===== src/asgr_pkg.sv =====
// Types, codes and palette tables for the SGR color decoder.
package asgr_pkg;

  // Result kinds carried in m_tuser
  localparam logic [1:0] KIND_RGB    = 2'd1;
  localparam logic [1:0] KIND_SWATCH = 2'd2;

  // Parse stages, one-hot
  typedef enum logic [5:0] {
    ST_CTRL  = 6'b000001,
    ST_FTYPE = 6'b000010,
    ST_PAL   = 6'b000100,
    ST_RED   = 6'b001000,
    ST_GREEN = 6'b010000,
    ST_BLUE  = 6'b100000
  } stage_t;

  typedef struct packed {
    logic [7:0] r;
    logic [7:0] g;
    logic [7:0] b;
  } rgb_t;

  // Standard 8-color palettes
  localparam rgb_t DARK_PAL [8] = '{
    '{8'd0,   8'd0,   8'd0},   '{8'd205, 8'd49,  8'd49},
    '{8'd13,  8'd188, 8'd121}, '{8'd229, 8'd229, 8'd16},
    '{8'd36,  8'd114, 8'd200}, '{8'd188, 8'd63,  8'd188},
    '{8'd17,  8'd168, 8'd205}, '{8'd229, 8'd229, 8'd229}
  };

  localparam rgb_t LIGHT_PAL [8] = '{
    '{8'd102, 8'd102, 8'd102}, '{8'd241, 8'd76,  8'd76},
    '{8'd35,  8'd209, 8'd139}, '{8'd245, 8'd245, 8'd67},
    '{8'd59,  8'd142, 8'd234}, '{8'd214, 8'd112, 8'd214},
    '{8'd41,  8'd184, 8'd219}, '{8'd255, 8'd255, 8'd255}
  };

  // Control codes
  localparam logic [7:0] CODE_RESET   = 8'd0;
  localparam logic [7:0] CODE_DEFAULT = 8'd39;
  localparam logic [7:0] CODE_EXT     = 8'd38;
  localparam logic [7:0] CODE_DARK    = 8'd30;
  localparam logic [7:0] CODE_LIGHT   = 8'd90;
  localparam logic [7:0] CODE_SWATCH  = 8'd110;
  localparam logic [15:0] FTYPE_RGB   = 16'd2;
  localparam logic [15:0] FTYPE_PAL   = 16'd5;
  localparam logic [15:0] VALUE_LIMIT = 16'd255;

endpackage


===== src/ansi_sgr_color_decoder_unit.sv =====
// SGR foreground color decoder: one parameter value per beat in, color change out.
// An accepted input beat passes through the input reg, the decode and the result reg.
// One beat per cycle unless the result stalls; one decode stage is the only logic in the path.
// Values that cause no color change produce no output beat.
// rst (sync, active high) empties both registers, parse stage to control type, held r/g to 0.
module ansi_sgr_color_decoder_unit import asgr_pkg::*; (
  input  logic        clk,
  input  logic        rst,
  input  logic        s_tvalid,
  output logic        s_tready,
  input  logic [15:0] s_tdata,   // [15:0] value
  input  logic [0:0]  s_tuser,   // [0] first_of_sequence
  output logic        m_tvalid,
  input  logic        m_tready,
  output logic [31:0] m_tdata,   // [7:0] red, [15:8] green, [23:16] blue,
                                 // [25:24] swatch_index, [31:26] zero
  output logic [1:0]  m_tuser    // [1:0] change_kind
);

  // Input register
  logic        in_valid;
  logic        in_first;
  logic [15:0] in_value;

  // Parse state
  stage_t     stage, stage_next;
  logic [7:0] held_red, held_red_next;
  logic [7:0] held_green, held_green_next;

  // Result register
  logic [1:0] out_kind;
  rgb_t       out_rgb;
  logic [1:0] out_swatch;

  // Decode outputs
  stage_t     stage_eff;
  logic       emit;
  logic [1:0] kind;
  rgb_t       rgb;
  logic [1:0] swatch;
  logic       over;
  logic [7:0] v8;
  logic       advance;

  // Cube and grey helpers
  logic [7:0]  cube_c;
  logic [15:0] prod6;
  logic [5:0]  q6;
  logic [7:0]  rem6;
  logic [11:0] prod36;
  logic [2:0]  q36;
  logic [5:0]  g6;
  logic [7:0]  grey;
  logic [7:0]  dark_idx;
  logic [7:0]  light_idx;
  logic [7:0]  sw_idx;

  // Handshake: decode stage moves when the result register can take it
  assign advance  = in_valid && (!m_tvalid || m_tready);
  assign s_tready = !in_valid || advance;

  always_ff @(posedge clk) begin
    if (rst) begin
      in_valid <= 1'b0;
    end else if (s_tready) begin
      in_valid <= s_tvalid;
    end
    if (s_tvalid && s_tready) begin
      in_first <= s_tuser[0];
      in_value <= s_tdata;
    end
  end

  // 6x6x6 cube digits by reciprocal multiplication (c < 216)
  always_comb begin
    v8     = in_value[7:0];
    cube_c = v8 - 8'd16;
    prod6  = 16'(cube_c) * 16'd171;
    q6     = prod6[15:10];
    rem6   = cube_c - 8'(q6) * 8'd6;
    prod36 = 12'(q6) * 12'd43;
    q36    = prod36[10:8];
    g6     = q6 - 6'(q36) * 6'd6;
    grey   = (v8 - 8'd232) * 8'd10 + 8'd8;
    dark_idx  = v8 - CODE_DARK;
    light_idx = v8 - CODE_LIGHT;
    sw_idx    = v8 - CODE_SWATCH;
  end

  // Value decode
  always_comb begin
    stage_eff       = in_first ? ST_CTRL : stage;
    stage_next      = ST_CTRL;
    held_red_next   = held_red;
    held_green_next = held_green;
    emit            = 1'b0;
    kind            = KIND_RGB;
    rgb             = '0;
    swatch          = 2'd0;
    over            = (in_value >= VALUE_LIMIT);
    unique case (stage_eff)
      ST_FTYPE: begin
        if (in_value == FTYPE_RGB) begin
          held_red_next   = 8'd0;
          held_green_next = 8'd0;
          stage_next      = ST_RED;
        end else if (in_value == FTYPE_PAL) begin
          stage_next = ST_PAL;
        end
      end
      ST_PAL: begin
        if (!over) begin
          emit = 1'b1;
          if (v8 < 8'd8) begin
            rgb = DARK_PAL[v8[2:0]];
          end else if (v8 < 8'd16) begin
            rgb = LIGHT_PAL[v8[2:0]];
          end else if (v8 < 8'd232) begin
            rgb.r = 8'(q36) * 8'd51;
            rgb.g = 8'(g6[2:0]) * 8'd51;
            rgb.b = 8'(rem6[2:0]) * 8'd51;
          end else begin
            rgb = '{grey, grey, grey};
          end
        end
      end
      ST_RED: begin
        if (!over) begin
          held_red_next = v8;
          stage_next    = ST_GREEN;
        end
      end
      ST_GREEN: begin
        if (!over) begin
          held_green_next = v8;
          stage_next      = ST_BLUE;
        end
      end
      ST_BLUE: begin
        if (!over) begin
          emit = 1'b1;
          rgb  = '{held_red, held_green, v8};
        end
      end
      default: begin
        // control type
        if (in_value == 16'(CODE_RESET) || in_value == 16'(CODE_DEFAULT)) begin
          emit = 1'b1;
          kind = KIND_SWATCH;
        end else if (!over && v8 >= CODE_DARK && v8 < CODE_DARK + 8'd8) begin
          emit = 1'b1;
          rgb  = DARK_PAL[dark_idx[2:0]];
        end else if (!over && v8 >= CODE_LIGHT && v8 < CODE_LIGHT + 8'd8) begin
          emit = 1'b1;
          rgb  = LIGHT_PAL[light_idx[2:0]];
        end else if (!over && v8 >= CODE_SWATCH && v8 < CODE_SWATCH + 8'd4) begin
          emit   = 1'b1;
          kind   = KIND_SWATCH;
          swatch = sw_idx[1:0];
        end else if (in_value == 16'(CODE_EXT)) begin
          stage_next = ST_FTYPE;
        end
      end
    endcase
  end

  // Parse state update
  always_ff @(posedge clk) begin
    if (rst) begin
      stage      <= ST_CTRL;
      held_red   <= 8'd0;
      held_green <= 8'd0;
    end else if (advance) begin
      stage      <= stage_next;
      held_red   <= held_red_next;
      held_green <= held_green_next;
    end
  end

  // Result register
  always_ff @(posedge clk) begin
    if (rst) begin
      m_tvalid <= 1'b0;
    end else if (!m_tvalid || m_tready) begin
      m_tvalid <= advance && emit;
    end
    if (advance && emit) begin
      out_kind   <= kind;
      out_rgb    <= rgb;
      out_swatch <= swatch;
    end
  end

  assign m_tuser = out_kind;
  assign m_tdata = {6'd0, out_swatch, out_rgb.b, out_rgb.g, out_rgb.r};

endmodule


===== config.mk =====
export PLATFORM = sky130hd
export DESIGN_NAME = ansi_sgr_color_decoder_unit
export DESIGN_NICKNAME = d
export VERILOG_FILES = /design/src/asgr_pkg.sv /design/src/ansi_sgr_color_decoder_unit.sv
export SDC_FILE = /design/constraint.sdc
export NUM_CORES = 1
export LEC_CHECK = 0
export BUFFER_PORTS_ARGS = -buffer_cell sky130_fd_sc_hd__buf_2
export CAP_MARGIN = 40
export CORE_AREA = 10 10 169 171
export CTS_CLUSTER_DIAMETER = 120
export DETAILED_ROUTE_END_ITERATION = 10
export DIE_AREA = 0 0 179 181
export PLACE_DENSITY = 0.46
export SETUP_SLACK_MARGIN = 0.2
export SLEW_MARGIN = 20
export SYNTH_ARGS = -nofsm -noshare
export SYNTH_HDL_FRONTEND = slang
export SYNTH_SLANG_ARGS = --single-unit

===== constraint.sdc =====
create_clock -name clk -period 13.7 [get_ports clk]
set_input_delay 4.11 -clock clk [delete_from_list [all_inputs] [get_ports clk]]
set_output_delay 4.11 -clock clk [all_outputs]
set_load 0.05 [all_outputs]

======== Word-level counts from Yosys, hierarchy flattened ========
Memory sizes are Yosys's and may differ from the RTL's.
Index checks and enable logic that the tools add are counted.
word-level totals
  latch bits .............................. 0
  bits in registers ....................... 69
  input bits .............................. 21
  ROM bits ................................ 768
  RAM bits ................................ 0
  output and inout bits ................... 36
  word-level logic and storage cells ...... 127
  memories kept ........................... 4
operators by class
  bitwise operators ....................... 4
  $lt $le $gt $ge ......................... 13
  multipliers ............................. 8
  shifts and indexed selects .............. 0
  add/subtract/negate cells ............... 8
  equal/unequal tests ..................... 12
  divide/modulo/power cells ............... 0
  multiplexer cells ....................... 42
  reduce and logical (&&, ||, !) cells .... 24
memories
  memory            words  bits a word  rd ports  clocked after Yosys merged registers in  wr ports  RTL line                            source
  (name not given)  8      24           1         0                                        0         ansi_sgr_color_decoder_unit.sv:155  rgb = LIGHT_PAL[light_idx[2:0]];
  (name not given)  8      24           1         0                                        0         ansi_sgr_color_decoder_unit.sv:152  rgb = DARK_PAL[dark_idx[2:0]];
  (name not given)  8      24           1         0                                        0         ansi_sgr_color_decoder_unit.sv:117  rgb = LIGHT_PAL[v8[2:0]];
  (name not given)  8      24           1         0                                        0         ansi_sgr_color_decoder_unit.sv:115  rgb = DARK_PAL[v8[2:0]];
operator list
  operator              count
  $mux 24               16
  $pmux 24 s3           1
  $eq 16x6->1 const B   2
  $pmux 8 s2            2
  $mul 3x6->8 const B   3
  $pmux 6 s4            1
  $mux 2                9
  $eq 16x2->1 const B   1
  $eq 16x3->1 const B   1
  $ge 16x8->1 const B   1
  $ge 8x7->1 const B    2
  $logic_not 16->1      1
  $lt 8x7->1 const B    2
  $mul 8x8->16 const B  1
  $mux 8                2
  $ge 4x4->1 const B    3
  $mux 6                2
  $not 3->4             3
  $mul 6x6->11 const B  1
  $logic_and 1x1->1     9
  $reduce_or 9->1       1
  $add 8x4->8 const B   1
  $ge 8x5->1 const B    1
  $lt 8x4->1 const B    1
  31 further kinds      44

======== Depth between registers and ports, before layout ========
Gate-level depths: netlist (run 1).
  depth after elaboration ................. 11
  depth in mapped cells ................... 40
  gate-level depth less buffers ........... 39

======== Worst setup path before layout (run 1) ========
No wires, ideal clock.
  path kind ............................... register to register
  start point ............................. reg in_value[0]
  end point ............................... reg out_rgb (netlist bit m_tdata[14]) (data pin)
  setup time .............................. 0.154 ns
  period minus slack after synthesis ...... 8.985 ns
  stages on the path, launching flop included .. 39
  data arrival time ....................... 8.831 ns
  path buffers ............................ 2
  required time ........................... 13.546 ns
  path slack .............................. 4.715 ns
  cell sequence ........................... edfxtp_1 buf_2 inv_1 clkbuf_1 ha_1 inv_1 ha_1 fa_1 inv_1 fa_1 inv_1 ha_1 and4_1 a221oi_1 o21ai_2 a31o_2 xor2_1 ha_1 [... 3 more ...] inv_1 ha_1 nand2_1 o21ai_0 xor2_1 ha_1 xor2_1 xnor2_1 ha_1 inv_1 ha_1 ha_1 o21ai_0 xor2_1 a211o_1 a21oi_1 a21oi_1 o22ai_1
RTL lines
  element                   RTL line                            source
  start: declaration        ansi_sgr_color_decoder_unit.sv:23   logic [15:0] in_value;
  start signal: assignment  ansi_sgr_color_decoder_unit.sv:70   in_value <= s_tdata;
  end signal: assignment    ansi_sgr_color_decoder_unit.sv:189  out_rgb <= rgb;
  end: declaration          ansi_sgr_color_decoder_unit.sv:32   rgb_t out_rgb;

==> results_dict.tcl, run 1 <==
set metrics [dict create \
    cts_tree "yes" \
    hpwl_mm 17.9 \
    place_area_mm2 0.00794 \
    fin_nets 1045 \
    h-tree-depth 3 \
    drc 0 \
    synth-edff-count 45 \
    clock_latency_ps 340 \
    worstSetupPathType "flip-flop to flip-flop" \
    crit_path_max_fanout 37 \
    dp_cells 1216 \
    finalMaxSlewViolations 0 \
    status "finished, final reports clean" \
    post-cts-setup-buffers 0 \
    synth_top_area_share 0.186 \
    fp.dieArea_mm2 0.0324 \
    synth-seq-cells 69 \
    clock_path_buffers 2 \
    io_buffers 50 \
    routed_wl_mm 23.5 \
    crit_arrival_ps 9920 \
    hold_viol 0 \
    period_share 0.711 \
    num_io_pins 57 \
    yosysTopAreaCell "ha_1" \
    synth-async-reset-ratio 0 \
    syn_to_final_growth_pct 11.4 \
    drv_cap 0 \
    antenna_found_initial 0 \
    drt_pass1_iterations 5 \
    hp-class "flip-flop to flip-flop" \
    crit_path_start_kind "flip-flop" \
    postRouteAntennaNets 0 \
    fin_setup_tns_ps 0 \
    initial_utilization 0.296 \
    finalCriticalPeriod_ps 9740 \
    cpPeakStageDelay_ps 540 \
    place.gp.congestion 0.934 \
    yosysSeqAreaShare 0.247 \
    drive_above_1_share 0.120 \
    max_slew_margin 0.491 \
    crit_top_cell "ha_1" \
    critPathSlowestCell "fa_1" \
    avgSynthCellArea_um2 8.52 \
    drtIter0Drc 517 \
    yosysWarnings 0 \
    grt_use_total 0.142 \
    vias_per_cell 5.41 \
    yosysUniqueCellTypes 82 \
    max_freq_mhz 103 \
    syn-cell-area_mm2 0.00741 \
    die_w_um 179 \
    finalClockSkew_ps 8.49 \
    final_cell_area_mm2 0.00826 \
    vias 6668 \
    cts_resized 0 \
    yosysMostFrequentCell "ha_1" \
    grt_pass1_vias 6353 \
    grt_pass1_wl_mm 36.5 \
    finalNonFillerCells 1232 \
    end_kind "flip-flop" \
    rows 58 \
    diodes 0 \
    cts_hold_buf 0 \
    clockRootBuffer "clkbuf_16" \
    worst_slack_ps 3960 \
    cp_data_required_time_ps 13870 \
    coreArea_mm2 0.0250 \
    cts.sinks 69 \
    detail_route.wl_per_cell_um 19.1 \
    syn_inst 870 \
    worst_pin_slew_ps 763 \
    clk_pin_slew_ps 60 \
    dpl_worst_slack_ps 3980 \
    fp.dieH_um 181 \
    synth.area.top_cells "ha_1 (19%), edfxtp_1 (18%), dfxtp_1 (6.5%)" \
    synth_flop_cell "edfxtp_1" \
    grt_max_degree 38 \
    synth_commonest_cells "ha_1 (110), nand2_1 (85), inv_1 (81)" \
    cts-buffers-inserted 9 \
    setup-violations-final 0 \
    rsz0062_at_grt "false" \
    grt_overflow 0 \
]
[critical path, delay by kind of cell (launching register included)]
family / cells / cell delay, ps
buffers and inverters: 8 / 960
AND/OR/NAND/NOR: 1 / 40
XOR/XNOR: 5 / 1170
flip-flops: 1 / 310
adder cells (fa/ha/maj): 13 / 4800
AO/OA/AOI/OAI: 10 / 2270
[through the flow]
| step | utilization | hold WS (ps) |
|---|---|---|
| floorplan | - | 425 |
| global placement | 0.317 | 439 |
| detailed placement | 0.317 | 446 |
| CTS | 0.330 | 453 |
| global route | 0.330 | 486 |
| finish | 0.330 | 453 |
[final cells by class]
type	instances	area, µm²
inverters	82	308
clock inverters	3	22.5
multi-input cells	673	5050
fillers	2644	16800
repair buffers	62	337
well taps	330	413
flip-flops and latches	69	1830
clock buffers	13	292
[cells in the final DEF (no fill, tap or decap), types with 10 or more instances in the layout]
cell type	n
ha_1	110
nand2_1	85
inv_1	81
a21oi_1	69
nor2_1	50
buf_2	50
edfxtp_1	45
o21ai_0	42
nand3_1	28
xnor2_1	27
dfxtp_1	24
o22ai_1	23
fa_1	17
xor2_1	15
o211ai_1	12
a31oi_1	12
buf_4	11
a32oi_1	10
clkbuf_16	10
[state kept, by name, indices dropped and copies added (netlist names)]
name	flops
held_green	8
out_swatch	2
stage	6
m_tuser	2
held_red	8
in_first	1
m_tdata	24
m_tvalid	1
in_value	16
in_valid	1
[logic make-up after synthesis]
kind of cell	synth area share
flip-flops	0.247
other	0.000506
XOR/XNOR	0.0518
adder cells (fa/ha/maj)	0.232
buffers and inverters	0.0749
AND/OR/NAND/NOR	0.166
multiplexers	0.00692
AO/OA/AOI/OAI	0.221
[per-layer routing]
layer / wire, µm / part of all wire / track usage
met1: 10900 / 0.46 / 0.197
met3: 1700 / 0.072 / 0.0288
met5: 0 / 0 / 0
met4: 687 / 0.029 / 0.0466
met2: 10200 / 0.44 / 0.212
[worst paths after layout]
kind              slack, ps                        to  cells past startpoint                startpoint
hold / removal          450  held_red[3]$_SDFFE_PP0P_                      2  held_red[3]$_SDFFE_PP0P_
setup reg to reg       3960     m_tdata[14]$_DFFE_PP_                     37     in_value[3]$_DFFE_PP_
setup / recovery       3960     m_tdata[14]$_DFFE_PP_                     37     in_value[3]$_DFFE_PP_
hold reg to reg         450  held_red[3]$_SDFFE_PP0P_                      2  held_red[3]$_SDFFE_PP0P_
Power of run 1 is left out: the tool's default activity adds up to more than one toggle a clock period on the data nets, which glitch-free logic cannot reach.
==> run 2, diff against run 1 <==
PLACE_DENSITY = 0.48   (was 0.46)
clock period = 8.8 ns   (was 13.7 ns; I/O delays follow)
==> run 2 against run 1 <==
Against the previous run: fmax rose by 17%; worst hold slack improved by 5.4 ps; global-route usage about the same; die area is the same; critical path type unchanged; cell area rose by 6.2%; flip-flop and latch count stayed put; non-clock buffer count up 33; via count is 1.8% higher; wire length about the same; sequential share of layout area fell by 1.3 points; count of clock-buffer cells in the layout shrank 3; critical endpoint is now m_tdata[13]$_DFFE_PP_.
==> results_dict.tcl, run 2 (synthesis gave the netlist of run 1 again) <==
set metrics [dict create \
    fp.dieH_um 181 \
    rows 58 \
    grt_overflow 0 \
    fin_setup_tns_ps 0 \
    drt_pass1_iterations 5 \
    crit-reg2reg-launch "in_value[5]$_DFFE_PP_" \
    routed_wl_mm 23.5 \
    initial_utilization 0.296 \
    vias_per_cell 5.37 \
    final_cell_area_mm2 0.00876 \
    h-tree-depth 3 \
    r2r_slack_ps 480 \
    hp-start "held_green[4]$_SDFFE_PP0P_" \
    grt_use_total 0.141 \
    syn_to_final_growth_pct 18.2 \
    place_area_mm2 0.00814 \
    cts-buffers-inserted 9 \
    rr_worst_depth 35 \
    finalCriticalPeriod_ps 8320 \
    crit_arrival_ps 8420 \
    cts_tree "yes" \
    place.gp.congestion 0.942 \
    coreArea_mm2 0.0250 \
    io_buffers 50 \
    hpwl_mm 17.7 \
    drive_above_1_share 0.186 \
    final_common_cell "ha_1" \
    dpl_worst_slack_ps 56.3 \
    hold_depth 2 \
    crit_path_start_kind "flip-flop" \
    crit_path_max_fanout 4 \
    worstSetupPathType "flip-flop to flip-flop" \
    hold_viol 0 \
    r2r-end "m_tdata[13]$_DFFE_PP_" \
    fin_nets 1078 \
    grt_max_degree 37 \
    vias 6788 \
    antenna_found_initial 1 \
    fillers 2607 \
    hp-class "flip-flop to flip-flop" \
    drc 0 \
    period_share 0.946 \
    drtIter0Drc 652 \
    max_freq_mhz 120 \
    num_io_pins 57 \
    critPathSlowestCell "fa_1" \
    whs_endpoint "held_green[4]$_SDFFE_PP0P_" \
    clk_pin_slew_ps 70 \
    finalClockSkew_ps 14.0 \
    grt_pass1_vias 6403 \
    largest_reg_flops 24 \
    cts.sinks 69 \
    cts_hold_buf 0 \
    end_kind "flip-flop" \
    setup-violations-final 0 \
    worst_slack_ps 478 \
    drv_cap 0 \
    die_w_um 179 \
    status "finished, final reports clean" \
    finalMaxSlewViolations 0 \
    max_slew_margin 0.449 \
    cpPeakStageDelay_ps 540 \
    rsz0062_at_grt "true" \
    clock_latency_ps 350 \
    final_util 0.350 \
    fp.dieArea_mm2 0.0324 \
    clock_path_buffers 2 \
    final_cell_mix "ha_1 (102), nand2_1 (85), inv_1 (76)" \
    postRouteAntennaNets 0 \
    diodes 0 \
    cp_data_required_time_ps 8890 \
    detail_route.wl_per_cell_um 18.6 \
    worst_pin_slew_ps 806 \
    grt_pass1_wl_mm 36.6 \
    clockRootBuffer "clkbuf_16" \
]
==> run 2: cell types whose count changed in the layout (fill, tap and decap cells not counted), sizes merged <==
| cell | previous run | this run |
|---|---|---|
| bufinv | 0 | 2 |
| clkbuf | 13 | 10 |
| clkinv | 1 | 3 |
| clkinvlp | 1 | 0 |
| buf | 62 | 95 |
==> run 2: worst max-delay path: cells and delay by family, from the launching register on <==
kind | cells | cell delay [ps]
xor+xnor | 4 | 800
simple gates | 2 | 150
fa+ha+maj | 11 | 4040
compound gates | 9 | 1830
flops | 1 | 370
mux | 1 | 220
buf+inv | 8 | 650
==> run 2: metal layers <==
metal / share of wire / GRT usage / wire [µm]
met4: 0.029 / 0.0470 / 683
met1: 0.46 / 0.201 / 10700
met2: 0.42 / 0.202 / 9930
met5: 0.00068 / 0 / 16
met3: 0.091 / 0.0332 / 2150
==> run 2: cell type report <==
type | instances | area [µm²] | share of cell area
clock inverter | 6 | 92.6 | 0.0106
multi-input combinational | 673 | 5290 | 0.603
sequential | 69 | 1830 | 0.209
timing repair buffer | 95 | 592 | 0.0675
tap | 330 | 413 | 0.0471
clock buffer | 10 | 239 | 0.0273
inverter | 82 | 308 | 0.0351
==> run 2: worst max path at each step <==
stage / start / end
after floorplan: in_value[4]$_DFFE_PP_ / m_tdata[14]$_DFFE_PP_
after CTS: in_value[5]$_DFFE_PP_ / m_tdata[14]$_DFFE_PP_
after global placement: in_value[4]$_DFFE_PP_ / m_tdata[14]$_DFFE_PP_
final: in_value[5]$_DFFE_PP_ / m_tdata[13]$_DFFE_PP_
after global routing: in_value[5]$_DFFE_PP_ / m_tdata[14]$_DFFE_PP_
after detailed placement: in_value[5]$_DFFE_PP_ / m_tdata[14]$_DFFE_PP_
==> run 2: stage by stage <==
| stage | hold WS (ps) | instances |
|---|---|---|
| after global placement | 445 | 1235 |
| after global routing | 482 | 1265 |
| after CTS | 459 | 1252 |
| after detailed placement | 451 | 1235 |
| final | 458 | 1265 |
| after floorplan | 425 | 875 |
==> run 2: what timing repair did <==
action,CTS,global route
setup buffers,1,13
endpoints found under the setup margin,3,10
gates cloned,0,0
pin swaps,2,19
gates resized for setup,3,29
Power of run 2 is left out for the same reason.
==> run 3, diff against run 2 <==
CORE_AREA = 10 10 155 186   (was 10 10 169 171)
DIE_AREA = 0 0 165 196   (was 0 0 179 181)
==> run 3 against run 2 <==
Against the previous run: wire length is 2.0% higher; core utilization is 0.28 points lower; critical endpoint is now m_tdata[14]$_DFFE_PP_; via count is 0.90% lower; register-to-register slack better by 50 ps; critical path depth is 1 higher; clock skew is 2.6 ps lower; die area is 0.18% lower; first-iteration DRC count is 6.0% higher; non-clock buffer count is 3 lower; global-route usage is 0.48 points higher; critical path type unchanged; flip-flop and latch count stayed put; cell count is 0.24% lower.
==> results_dict.tcl, run 3 (synthesis gave the netlist of run 1 again) <==
set metrics [dict create \
    drv_cap 0 \
    place_area_mm2 0.00816 \
    cts-buffers-inserted 9 \
    clock_latency_ps 350 \
    grt_overflow 0 \
    hp-class "flip-flop to flip-flop" \
    fin_nets 1075 \
    vias_per_cell 5.33 \
    die_w_um 165 \
    finalMaxSlewViolations 0 \
    use_met3 0.0258 \
    clock_path_buffers 2 \
    syn_to_final_growth_pct 17.8 \
    routed_wl_mm 24.0 \
    finalCriticalPeriod_ps 8270 \
    cts.sinks 69 \
    grt.met2_usage 0.231 \
    end_kind "flip-flop" \
    worstSetupPathType "flip-flop to flip-flop" \
    crit_path_start_kind "flip-flop" \
    h-tree-depth 3 \
    num_io_pins 57 \
    rsz0062_at_grt "false" \
    critPathSlowestCell "fa_1" \
    worst_pin_slew_ps 742 \
    largest_reg_flops 24 \
    drive_above_1_share 0.186 \
    fillers 2650 \
    cts_tree "yes" \
    status "finished, final reports clean" \
    antenna_found_initial 0 \
    rows 64 \
    io_buffers 50 \
    grt_pass1_vias 6609 \
    initial_utilization 0.295 \
    crit_path_max_fanout 6 \
    detail_route.wl_per_cell_um 19.0 \
    max_slew_margin 0.506 \
    final_cell_mix "ha_1 (101), nand2_1 (84), inv_1 (77)" \
    period_share 0.940 \
    place.gp.congestion 0.960 \
    crit_arrival_ps 8440 \
    grt_max_degree 37 \
    final_common_cell "ha_1" \
    final_util 0.347 \
    hold_viol 0 \
    cts_hold_buf 0 \
    setup-violations-final 0 \
    max_freq_mhz 121 \
    fin_setup_tns_ps 0 \
    coreArea_mm2 0.0251 \
    clk_pin_slew_ps 60 \
    drtIter0Drc 691 \
    finalClockSkew_ps 11.4 \
    vias 6727 \
    cpPeakStageDelay_ps 550 \
    final_cell_area_mm2 0.00873 \
    fp.dieArea_mm2 0.0323 \
    cp_data_required_time_ps 8970 \
    grt_use_total 0.146 \
    regArea_mm2 0.00183 \
    hpwl_mm 18.3 \
    grt_pass1_wl_mm 37.3 \
    multi_input_area_mm2 0.00531 \
    drt_pass1_iterations 5 \
    drc 0 \
    fp.dieH_um 196 \
    clockRootBuffer "clkbuf_16" \
    met1_usage 0.185 \
    diodes 0 \
    grt-busiest-layer "met2" \
    postRouteAntennaNets 0 \
]
[run 3: stage by stage]
| step | setup WS (ps) | cells | hold WS, ps |
|---|---|---|---|
| 3_5_place_dp | 101 | 1238 | 457 |
| 5_1_grt | 156 | 1262 | 484 |
| 6_report | 531 | 1262 | 462 |
| 2_1_floorplan | 237 | 875 | 425 |
| 4_1_cts | 206 | 1255 | 463 |
| 3_3_place_gp | 247 | 1237 | 445 |
[run 3: final timing paths]
kind | start | to | slack (ps) | cells after the start
worst min register to register | held_green[5]$_SDFFE_PP0P_ | held_green[5]$_SDFFE_PP0P_ | 460 | 2
worst max register to register | in_value[0]$_DFFE_PP_ | m_tdata[14]$_DFFE_PP_ | 530 | 36
worst min-delay path | held_green[5]$_SDFFE_PP0P_ | held_green[5]$_SDFFE_PP0P_ | 460 | 2
worst max-delay path | in_value[0]$_DFFE_PP_ | m_tdata[14]$_DFFE_PP_ | 530 | 36
[run 3: area by class of cell]
type                       count  area share
clock buffer                  10      0.0287
tap                          330      0.0473
inverter                      82      0.0353
timing repair buffer          92      0.0656
multi-input combinational    673       0.608
sequential                    69       0.210
clock inverter                 6     0.00502
[run 3: routing by layer]
layer,routed length [µm],vias to the layer above,part of all wire
met5,0,-,0
met4,1110,0,0.046
met3,1320,54,0.055
met2,11400,236,0.48
met1,10100,3185,0.42
li1,-,3252,-
[run 3: what timing repair did]
action | in CTS | in global routing
buffers inserted | 1 | 7
endpoints found under the hold margin | 0 | 0
pin swaps | 2 | 20
endpoints found under the setup margin | 1 | 10
cloned | 0 | 0
gates resized for setup | 3 | 32
[run 3: critical path: cells and delay by family, from the launching register on]
family,cells,cell delay [ps]
compound gates,12,1990
xor+xnor,5,850
fa+ha+maj,13,4180
buf+inv,6,630
flops,1,450
Power of run 3 is left out for the same reason.
